$ cat config.mk
export PLATFORM = sky130hd
export DESIGN_NAME = hysteresis_debounce_pulse_counter
export DESIGN_NICKNAME = d
export VERILOG_FILES = /design/src/rtl/hdpc_pkg.sv /design/src/rtl/hysteresis_debounce_pulse_counter.sv
export SDC_FILE = /design/constraint.sdc
export NUM_CORES = 1
export LEC_CHECK = 0
export BUFFER_PORTS_ARGS = -buffer_cell sky130_fd_sc_hd__buf_2
export CAP_MARGIN = 20
export CORE_ASPECT_RATIO = 0.7
export CORE_MARGIN = 1.5
export CORE_UTILIZATION = 55
export CTS_CLUSTER_SIZE = 30
export DETAILED_ROUTE_END_ITERATION = 6
export PLACE_DENSITY = 0.75
export SETUP_SLACK_MARGIN = 0.4
export SYNTH_ARGS = -nofsm -noshare
export SYNTH_HDL_FRONTEND = slang
export SYNTH_SLANG_ARGS = --single-unit
$ cat constraint.sdc
create_clock -name i_clk -period 8.1 [get_ports i_clk]
set_input_delay 0 -clock i_clk [delete_from_list [all_inputs] [get_ports i_clk]]
set_output_delay 0 -clock i_clk [all_outputs]
set_load 0.02 [all_outputs]
$ cat src/rtl/hdpc_pkg.sv
// ----------------------------------------------------------------------------
// hdpc_pkg
// Types and constants of the debounced hysteresis pulse counter.
// ----------------------------------------------------------------------------
package hdpc_pkg;

    // Field widths fixed by the register map and the item format
    localparam int THR_W      = 10;
    localparam int DELAY_W    = 20;
    localparam int TIME_W     = 32;
    localparam int COUNT_W    = 32;
    localparam int CFG_IDX_W  = 2;
    localparam int CFG_DATA_W = 20;

    // Default sample width
    localparam int SAMPLE_BITS_DEF = 10;

    typedef logic [CFG_IDX_W-1:0] t_cfg_idx;

    // Register indexes
    localparam t_cfg_idx CFG_RISING_THR  = 2'd0;
    localparam t_cfg_idx CFG_FALLING_THR = 2'd1;
    localparam t_cfg_idx CFG_DEBOUNCE    = 2'd2;

    // Register reset values
    localparam logic [THR_W-1:0]   RISING_THR_RST  = 10'd600;
    localparam logic [THR_W-1:0]   FALLING_THR_RST = 10'd400;
    localparam logic [DELAY_W-1:0] DEBOUNCE_RST    = 20'd2000;

    // Opcodes
    localparam logic OP_SAMPLE = 1'b0;
    localparam logic OP_CLEAR  = 1'b1;

endpackage

$ cat src/rtl/hysteresis_debounce_pulse_counter.sv
// ----------------------------------------------------------------------------
// hysteresis_debounce_pulse_counter
// Schmitt-trigger comparator with time-based debounce and a pulse counter.
// ----------------------------------------------------------------------------
// Takes one item per clock unless the output is stalled, and returns
// exactly one result per item: an input register holds the item, one pass
// of compare, 32-bit subtract and increment logic updates level, agree
// time and count, and a result register presents it.
// A sample item proposes high above the rising threshold (from low) or low
// below the falling threshold (from high); a change is taken only when the
// wrapping time since the last agreeing sample exceeds the debounce delay.
// A clear item reports the count and zeroes it. Registers are to be written
// only while the block is idle; the block itself does not enforce this.
module hysteresis_debounce_pulse_counter #(
    parameter int SAMPLE_BITS = hdpc_pkg::SAMPLE_BITS_DEF
) (
    input  logic                            i_clk,
    input  logic                            i_rst_n,
    // configuration write port
    input  logic                            i_cfg_we,
    input  hdpc_pkg::t_cfg_idx              i_cfg_index,
    input  logic [hdpc_pkg::CFG_DATA_W-1:0] i_cfg_data,
    // input channel
    input  logic                            i_in_valid,
    output logic                            o_in_stall,
    input  logic                            i_opcode,
    input  logic [SAMPLE_BITS-1:0]          i_sample,
    input  logic [hdpc_pkg::TIME_W-1:0]     i_time_us,
    // result channel
    output logic                            o_out_valid,
    input  logic                            i_out_stall,
    output logic [hdpc_pkg::COUNT_W-1:0]    o_pulse_count,
    output logic                            o_stable_level,
    output logic                            o_pulse_seen
);
    import hdpc_pkg::*;

    localparam int CMP_W = (SAMPLE_BITS > THR_W) ? SAMPLE_BITS : THR_W;

    // configuration registers
    logic [THR_W-1:0]   r_rising_thr;
    logic [THR_W-1:0]   r_falling_thr;
    logic [DELAY_W-1:0] r_debounce;

    // input register
    logic                   r_in_valid;
    logic                   r_opcode;
    logic [SAMPLE_BITS-1:0] r_sample;
    logic [TIME_W-1:0]      r_time_us;

    // block state
    logic               r_level;
    logic [TIME_W-1:0]  r_agree_time;
    logic [COUNT_W-1:0] r_count;

    // result register
    logic               r_out_valid;
    logic [COUNT_W-1:0] r_pulse_count;
    logic               r_stable_level;
    logic               r_pulse_seen;

    // next values
    logic               n_level;
    logic [TIME_W-1:0]  n_agree_time;
    logic [COUNT_W-1:0] n_count;
    logic [COUNT_W-1:0] n_pulse_count;
    logic               n_pulse_seen;

    logic              out_ready;
    logic              in_load;
    logic              fire;
    logic              proposed;
    logic [CMP_W-1:0]  sample_x;
    logic [TIME_W-1:0] elapsed;

    // handshake: the result register frees when empty or being taken
    assign out_ready  = !r_out_valid || !i_out_stall;
    assign fire       = r_in_valid && out_ready;
    assign in_load    = !r_in_valid || out_ready;
    assign o_in_stall = !in_load;

    // configuration writes
    always_ff @(posedge i_clk) begin
        if (!i_rst_n) begin
            r_rising_thr  <= RISING_THR_RST;
            r_falling_thr <= FALLING_THR_RST;
            r_debounce    <= DEBOUNCE_RST;
        end else if (i_cfg_we) begin
            case (i_cfg_index)
                CFG_RISING_THR:  r_rising_thr  <= i_cfg_data[THR_W-1:0];
                CFG_FALLING_THR: r_falling_thr <= i_cfg_data[THR_W-1:0];
                CFG_DEBOUNCE:    r_debounce    <= i_cfg_data[DELAY_W-1:0];
                default: ;
            endcase
        end
    end

    // input register
    always_ff @(posedge i_clk) begin
        if (!i_rst_n) begin
            r_in_valid <= 1'b0;
        end else if (in_load) begin
            r_in_valid <= i_in_valid;
        end
    end

    always_ff @(posedge i_clk) begin
        if (in_load && i_in_valid) begin
            r_opcode  <= i_opcode;
            r_sample  <= i_sample;
            r_time_us <= i_time_us;
        end
    end

    // comparator, debounce and count update
    assign sample_x = CMP_W'(r_sample);
    assign elapsed  = r_time_us - r_agree_time;

    always_comb begin
        n_level       = r_level;
        n_agree_time  = r_agree_time;
        n_count       = r_count;
        n_pulse_count = r_count;
        n_pulse_seen  = 1'b0;
        proposed      = r_level;
        if (r_opcode == OP_CLEAR) begin
            n_count = '0;
        end else begin
            if (r_level) begin
                proposed = !(sample_x < CMP_W'(r_falling_thr));
            end else begin
                proposed = sample_x > CMP_W'(r_rising_thr);
            end
            if (proposed != r_level) begin
                if (elapsed > TIME_W'(r_debounce)) begin
                    n_level = proposed;
                    if (proposed) begin
                        n_count      = r_count + COUNT_W'(1);
                        n_pulse_seen = 1'b1;
                    end
                end
            end else begin
                n_agree_time = r_time_us;
            end
            n_pulse_count = n_count;
        end
    end

    // state update
    always_ff @(posedge i_clk) begin
        if (!i_rst_n) begin
            r_level      <= 1'b0;
            r_agree_time <= '0;
            r_count      <= '0;
        end else if (fire) begin
            r_level      <= n_level;
            r_agree_time <= n_agree_time;
            r_count      <= n_count;
        end
    end

    // result register
    always_ff @(posedge i_clk) begin
        if (!i_rst_n) begin
            r_out_valid <= 1'b0;
        end else if (out_ready) begin
            r_out_valid <= r_in_valid;
        end
    end

    always_ff @(posedge i_clk) begin
        if (fire) begin
            r_pulse_count  <= n_pulse_count;
            r_stable_level <= n_level;
            r_pulse_seen   <= n_pulse_seen;
        end
    end

    assign o_out_valid    = r_out_valid;
    assign o_pulse_count  = r_pulse_count;
    assign o_stable_level = r_stable_level;
    assign o_pulse_seen   = r_pulse_seen;

endmodule

# Yosys cells after proc, flatten, opt, wreduce, memory -nomap -nowiden

Cells that the tools add are included.

Bits in registers: 184
Input bits: 70
Output and inout bits: 36
Word-level logic and storage cells: 51

Add/subtract/negate cells: 2
$lt $le $gt $ge: 3
Eq/ne operators: 3
Mux-type cells: 11
Bitwise operators: 3
Reduce and logical (&&, ||, !) cells: 15

Operators with widths:

| cell                                                | count |
|---|---|
| 2-to-1 mux 32 bit                                   | 5 |
| adder 32 x 1 -> 32 bit, second input constant       | 1 |
| > comparator 32 x 20 -> 1 bit                       | 1 |
| subtractor 32 bit                                   | 1 |
| > comparator 10 bit                                 | 1 |
| < comparator 10 bit                                 | 1 |
| 2-to-1 mux 1 bit                                    | 6 |
| AND reduction 2 bit                                 | 3 |
| logical NOT 1 bit                                   | 5 |
| inverter 1 bit                                      | 3 |
| AND reduction 3 bit                                 | 1 |
| OR reduction 3 bit                                  | 1 |
| equality test 2 x 1 -> 1 bit, second input constant | 1 |
| equality test 2 bit, second input constant          | 1 |
| logical AND 1 bit                                   | 2 |
| logical NOT 2 bit                                   | 1 |
| logical OR 1 bit                                    | 2 |
| != test 1 bit                                       | 1 |

# Depth between registers and ports, before layout

Gate-level depths: netlist of the first run.

Depth after elaboration: 8
Depth in mapped cells: 26

# Worst setup path before layout of the first run

Ideal clock, no wire load.

Kind: reg2reg
From: register r_time_us[0]
To: register r_pulse_count[11], in the netlist o_pulse_count[11], data pin
Setup time: 0.266 ns
Arrival: 4.359 ns
Required time: 7.834 ns
Path slack: 3.475 ns
Cell stages (with the launch flop): 26
Buffers on the path: 2
Clock period less this slack: 4.625 ns
Cell sequence: edfxtp_1 inv_1 ha_1 inv_1 fa_1 a21oi_1 nand4b_1 a21bo_2 nand2_1 a21oi_1 o21bai_1 a21oi_1 xnor2_1 ha_1 nand2_1 o21ai_0 nor3_1 a21oi_1 or4_4 nor4b_4 nand4_4 nand2_2 buf_6 buf_4 nor3_1 xor2_1

Cells in the longest elaborated chain, start to end: 5

Ends and longest elaborated chain:

| item                          | RTL line                                 | text |
|---|---|---|
| start: declaration            | hysteresis_debounce_pulse_counter.sv:49  | `logic [TIME_W-1:0] r_time_us;` |
| start signal: assignment      | hysteresis_debounce_pulse_counter.sv:111 | `r_time_us <= i_time_us;` |
| subtractor 32 bit             | hysteresis_debounce_pulse_counter.sv:117 | `assign elapsed = r_time_us - r_agree_time;` |
| > comparator 32 x 20 -> 1 bit | hysteresis_debounce_pulse_counter.sv:135 | `if (elapsed > TIME_W'(r_debounce)) begin` |
| 2-to-1 mux 32 bit             | hysteresis_debounce_pulse_counter.sv:135 |  |
| 2-to-1 mux 32 bit             | hysteresis_debounce_pulse_counter.sv:134 | `if (proposed != r_level) begin` |
| 2-to-1 mux 32 bit             | hysteresis_debounce_pulse_counter.sv:126 | `if (r_opcode == OP_CLEAR) begin` |
| via n_pulse_count[11]         | hysteresis_debounce_pulse_counter.sv:66  | `logic [COUNT_W-1:0] n_pulse_count;` |
| end signal: assignment        | hysteresis_debounce_pulse_counter.sv:173 | `r_pulse_count <= n_pulse_count;` |
| end: declaration              | hysteresis_debounce_pulse_counter.sv:58  | `logic [COUNT_W-1:0] r_pulse_count;` |

The timed path passes the listed nets, and every way through them passes these cells.
A chain may end at the register's enable or synchronous reset.

# Final worst setup path of the first run

From: register r_time_us[6]
To: register r_pulse_count[1], in the netlist o_pulse_count[1], data pin

The elaborated chain is that of the path after synthesis.

==> flow_summary.toml, run 1 <==
[run_status]
status = "finished with violations"
failed_checks = "DRC"

[yosys]
netlist_area_um2 = 10300
synth.top_cell.area_share = 0.224
synth.yosys.seq_area_share = 0.431
synthFlopType = "dfxtp_1"
synth-seq-cells = 184
synth_cells = 1140
ys_top_cells_by_area = "edfxtp_1 (22%), dfxtp_1 (21%), ha_1 (8.6%), nand2_1 (4.8%), a21oi_1 (4.5%)"
avgSynthCellArea_um2 = 9.07
synth_nets = 1282
synth_edf_count = 77
post-synth-top-area-cell = "edfxtp_1"
async_reset_ff_frac = 0
synthTopCellsByCount = "nand2_1 (132), dfxtp_1 (107), a21oi_1 (93)"
synth.distinct_cells = 68
yosys_warnings = 0
synth_most_common_cell = "nand2_1"

[setup_path]
worstPathRequired_ns = 8.29
critPathKind = "reg2reg"
worstPathArrival_ns = 5.87
start_kind = "flop"
critical_path.max_fanout = 62
crit_path_end_kind = "flop"

[layout]
synthToLayoutAreaGrowth_pct = 18.1
fin_nets = 1422
diodes = 0
final_util = 0.670
drive_gt1_frac = 0.125
fill_cells = 1445

[detailed_routing]
finalWirelength_um = 24700
drc_errors = 7
wl_met1_um = 12200
vias_per_cell = 5.75
top_layer = "met4"
vias = 8796
initialDrtViolationCount = 681
dr_wl_met2_um = 10600
first_pass_iters = 7
wl_per_cell_um = 16.2
met3WireLength_um = 1410
final_antenna_net_count = 0

[power_and_ir_drop]
p_leak_nw = 4.76
p_sw_uw = 609
combPwrFrac = 0.167
switching_share = 0.276
powerDensity_nw_per_um2 = 180
ir_drop_mv = 0.124
p_seq_frac = 0.462
clock_power_share = 0.370
p_int_mw = 1.59

[global_routing]
grtUsageTotal = 0.258
grt_pass1_wl_um = 41000
antenna_found_initial = 0
grt_pass1_vias = 8308
grt_max_degree = 82
gr-total-overflow = 0

[floorplanning]
die_area_um2 = 19600
fp.dieH_um = 118
start_util = 0.568
die_w_um = 167
core-area_um2 = 18200
num_rows = 41
ios = 106

[sta]
worst_pin_slew_ns = 1.04
finalSetupViolations = 0
max_slew_margin = 0.305
skew_ns = 0.0153
max_freq_mhz = 176
period_share = 0.702
final.setup.tns_ns = 0
fin_ws_ns = 2.42
rsz0062_at_grt = "false"
min_period_ns = 5.68
hold_violations = 0
final_max_slew_viol_count = 0

[clock_network]
clk_pin_slew_ns = 0.07
root_buffer = "clkbuf_16"
cts-buffers-inserted = 17
cts_tree = "built"
cts_setup_buffers = 0
cts_buffer_depth = 2
cts_max_level = 4
cts.sinks = 184
insertion_delay_ns = 0.43

[hold_path]
worst_hold_path_type = "in2reg"

[place]
globalplace.congestion = 0.919
preCtsSetupSlack_ns = 2.05
hpwl_um = 16500
port_buffers = 105

[run]
cap_violations = 0
[registers in the layout (all words and copies together), names as in the netlist]
signal          count
r_count            32
r_time_us          32
r_sample           10
r_level             1
o_out_valid         1
r_opcode            1
r_rising_thr       10
o_pulse_seen        1
r_debounce         20
o_stable_level      1
r_in_valid          1
r_falling_thr      10
o_pulse_count      32
r_agree_time       32
[per-layer routing]
layer,vias to the layer above,GRT usage
li1,4351,-
met1,4100,0.373
met2,303,0.388
met3,42,0.0481
met4,0,0.0886
met5,-,0
[worst max-delay path: stages, from the launching register on]
cell and delay [ns]:
edfxtp_1 0.41, ha_1 0.39, a21oi_1 0.12, a21boi_0 0.21, o21ai_0 0.22, o41ai_2 0.68
xor2_1 0.14, ha_1 0.35, nand4_1 0.16, nor4_1 0.38, nand2_1 0.08, o21ai_0 0.08
a21oi_1 0.08, or4_4 0.55, nor4b_4 0.32, nand4_4 0.29, nand2_2 0.24, buf_12 0.26
nor2_2 0.10, mux2_4 0.32
[power by group through the flow]
stage	registers (mW)	clock network, mW	logic (mW)
floorplan	1.04	0	0.239
global placement	1.04	0	0.328
detailed placement	1.04	0	0.333
CTS	1.02	0.827	0.360
global route	1.02	0.863	0.408
finish	1.02	0.815	0.369
[cell usage in the layout, fill, tap and decap left out, types with 4 or more instances in the layout]
cell type and instances:
a21o_1 16, a21oi_1 93, a31oi_1 33, and2_1 5, and3_1 16, buf_2 105
buf_4 7, clkbuf_16 18, clkinvlp_4 5, dfxtp_1 107, dlygate4sd3_1 67, edfxtp_1 77
ha_1 71, inv_1 84, mux2i_1 34, nand2_1 132, nand2b_1 6, nand3_1 32
nand3b_1 4, nand4_1 21, nor2_1 73, nor2b_1 21, nor3_1 23, nor4_1 10
o211ai_1 21, o21a_1 7, o21ai_0 34, o21ai_1 17, o31ai_1 5, or3_1 11
or4_1 21, xnor2_1 22, xor2_1 31
[final cells by class]
type | count | area, um^2 | share of cell area
inverters | 85 | 319 | 0.0261
flip-flops and latches | 184 | 4450 | 0.365
clock buffers | 20 | 458 | 0.0375
well taps | 236 | 295 | 0.0242
multi-input cells | 812 | 5300 | 0.434
clock inverters | 12 | 118 | 0.00963
repair buffers | 180 | 1270 | 0.104
[stage by stage]
step | hold slack, ns | power (mW) | std cells | instance area (um^2)
after floorplan | 0.0989 | 1.28 | 1140 | 10300
final | 0.0989 | 2.20 | 1529 | 12200
after global placement | 0.176 | 1.37 | 1429 | 10900
after CTS | 0.0806 | 2.20 | 1528 | 12200
after detailed placement | 0.178 | 1.37 | 1429 | 10900
after global routing | 0.112 | 2.29 | 1529 | 12200
[logic make-up (layout without fill, tap and decap cells)]
family                   Yosys count  count (layout)  share of synthesized area
AO/OA/AOI/OAI                    256             256                      0.151
multiplexers                      37              37                     0.0366
flip-flops                       184             184                      0.431
AND/OR/NAND/NOR                  394             394                      0.191
adder cells (fa/ha/maj)           72              72                     0.0879
buffers and inverters            144             297                     0.0577
XOR/XNOR                          53              53                     0.0449
[repair_timing]
item                                    CTS  global route
endpoints found under the setup margin    0             0
hold endpoints to repair                 85             0
hold buffers                             67             0
gates resized for setup                   0             0
[path summary, 6_finish.rpt]
check / slack (ns) / startpoint / end / depth (start not counted)
setup / recovery: 2.42 / r_time_us[6] / o_pulse_count[1] / 19
hold / removal: 0.1 / i_cfg_index[1] / r_rising_thr[5] / 5
setup reg to reg: 2.42 / r_time_us[6] / o_pulse_count[1] / 19
hold reg to reg: 0.46 / r_falling_thr[2] / r_falling_thr[2] / 2
Power figures use the tool's default switching activity.
==> run 2: changes to the inputs <==
--- a/config.mk
+++ b/config.mk
@@ -9,10 +9,10 @@
 export CAP_MARGIN = 20
 export CORE_ASPECT_RATIO = 0.7
 export CORE_MARGIN = 1.5
-export CORE_UTILIZATION = 55
+export CORE_UTILIZATION = 54
 export CTS_CLUSTER_SIZE = 30
 export DETAILED_ROUTE_END_ITERATION = 6
-export PLACE_DENSITY = 0.75
+export PLACE_DENSITY = 0.77
 export SETUP_SLACK_MARGIN = 0.4
 export SYNTH_ARGS = -nofsm -noshare
 export SYNTH_HDL_FRONTEND = slang
==> constraint.sdc (replaced) <==
create_clock -name i_clk -period 5 [get_ports i_clk]
set_input_delay 0 -clock i_clk [delete_from_list [all_inputs] [get_ports i_clk]]
set_output_delay 0 -clock i_clk [all_outputs]
set_load 0.02 [all_outputs]
==> run 2 against run 1 <==
  * The flow now finishes without violations
  * Power rose by 70%
  * Clock skew fell by 0.0021 ns
  * Combinational power rose by 100%
  * Via count rose by 4.7%
  * First-iteration DRC count rose by 40%
  * Critical path type unchanged
  * Largest power group unchanged
  * Highest routed layer unchanged
==> flow_summary.toml, run 2 (synthesis gave the netlist of run 1 again) <==
[run_status]
status = "finished clean"

[clock_network]
cts.sinks = 184
cts-buffers-inserted = 17
cts_tree = "built"
root_buffer = "clkbuf_16"
insertion_delay_ns = 0.44
cts_buffer_depth = 2
cts_max_level = 4
clk_pin_slew_ns = 0.08

[setup_path]
worstPathArrival_ns = 4.94
crit_path_max_incr_delay_ns = 0.45
critical_path.max_fanout = 8
crit_path_end_kind = "flop"
slowest_stage = "edfxtp_1"
start_kind = "flop"
worstPathRequired_ns = 5.17
crit_start = "r_time_us[6]"
r2r-start = "r_time_us[6]"
crit_path_cell_trace = "ha_4, nand2_1, a21boi_1, o21ai_1, o41ai_2, buf_4, xor2_1, ha_1, nand4_1, buf_4, buf_6, nor2_2, a21oi_2, a21oi_2, or4_4, nor4b_4, nand4_4, buf_12, nand2_8, buf_12, nor3_1, xor2_1"
cp_top_family = "simple AND/OR/NAND/NOR gates"
critPathKind = "reg2reg"
critPathBufInv = 5

[floorplanning]
core-area_um2 = 18800
start_util = 0.549
ios = 106
num_rows = 42
die_w_um = 168
fp.dieH_um = 119
die_area_um2 = 20000

[global_routing]
grtUsageTotal = 0.273
grt_max_degree = 63
gr-total-overflow = 0
grt_pass1_vias = 8700
grt_pass1_wl_um = 43400
antenna_found_initial = 0

[layout]
layout_common_cells = "nand2_1 (129), dfxtp_1 (107), buf_2 (105), inv_1 (83), a21oi_1 (81)"
synthToLayoutAreaGrowth_pct = 26.4
drive_gt1_frac = 0.191
final_common_cell = "nand2_1"
diodes = 0
fin_nets = 1452

[sta]
max_freq_mhz = 209
finalSetupViolations = 0
period_share = 0.955
holdWs_ns = 0.105
final_max_slew_viol_count = 0
hold_violations = 0
min_period_ns = 4.77
max_slew_margin = 0.197
rsz0062_at_grt = "true"
skew_ns = 0.0132
final.setup.tns_ns = 0
worst_pin_slew_ns = 1.20

[detailed_routing]
vias = 9209
final_antenna_net_count = 0
vias_per_cell = 5.88
initialDrtViolationCount = 950
drc_errors = 0
first_pass_iters = 7
wl_per_cell_um = 17.7
finalWirelength_um = 27700

[hold_path]
worst_hold_path_type = "in2reg"
hold_start = "i_cfg_index[0]"

[power_and_ir_drop]
ir_drop_mv = 0.206
powerDensity_nw_per_um2 = 286
p_leak_nw = 5.12

[place]
globalplace.congestion = 0.940
hpwl_um = 17300
port_buffers = 105

[run]
cap_violations = 0
[run 2: cell types whose count changed in the layout (fill, tap and decap cells not counted), moves of 6 or more]
cell / delta
nor3_4: +8
or4_4: +7
a21oi_2: +11
or4_1: -7
nor3_1: -9
o21ai_0: -6
buf_6: +6
buf_4: +11
a21oi_1: -12
ha_1: -6
[run 2: cell type report]
type	instances	area [um^2]
multi-input combinational	814	5740
timing repair buffer	208	1670
tap	242	303
inverter	85	319
sequential	184	4450
fill	1396	5750
clock inverter	14	140
clock buffer	18	439
[run 2: through the flow]
step                instances  total power [mW]  cell area [um^2]  setup WS, ns   util
floorplan                1140              2.08             10300         0.439      -
global placement         1439              2.22             11000         0.164  0.585
detailed placement       1439              2.24             11000       -0.0456  0.585
CTS                      1557              3.67             12700         0.362  0.673
global route             1565              3.86             13100        0.0373  0.694
finish                   1565              3.74             13100         0.227  0.694
[run 2: timing repair]
item | CTS | global route
gates resized for setup | 48 | 56
hold endpoints to repair | 85 | 0
hold buffers | 68 | 0
setup endpoints to repair | 67 | 67
pin swaps | 31 | 54
buffers inserted | 15 | 2
gates cloned | 3 | 5
[run 2: worst register-to-register path: cells and delay by family (launching register included)]
kind	cells	cell delay, ns
xor gates and xnor gates	2	0.40
buffers and inverters	5	0.76
AOI/OAI and AO/OA	5	0.94
and+or+nand+nor	8	1.32
adders and majority gates	2	0.64
DFF	1	0.45
[run 2: routing by layer]
metal  GRT usage  up-vias  part of all wire
met2       0.437      378              0.46
li1            -     4421                 -
met4      0.0792        0             0.016
met1       0.376     4370              0.46
met5           0        -                 0
met3      0.0536       40             0.067
[run 2: power by group]
| part | switching, mW | internal, mW |
|---|---|---|
| logic | 0.425 | 0.314 |
| clock network | 0.638 | 0.713 |
| registers | 0.0294 | 1.62 |
[run 2: path summary, 6_finish.rpt]
path / to / slack [ns] / cells past startpoint
max: o_pulse_count[22] / 0.23 / 22
min: r_rising_thr[0] / 0.10 / 5
max reg2reg: o_pulse_count[22] / 0.23 / 22
min reg2reg: r_debounce[16] / 0.45 / 2
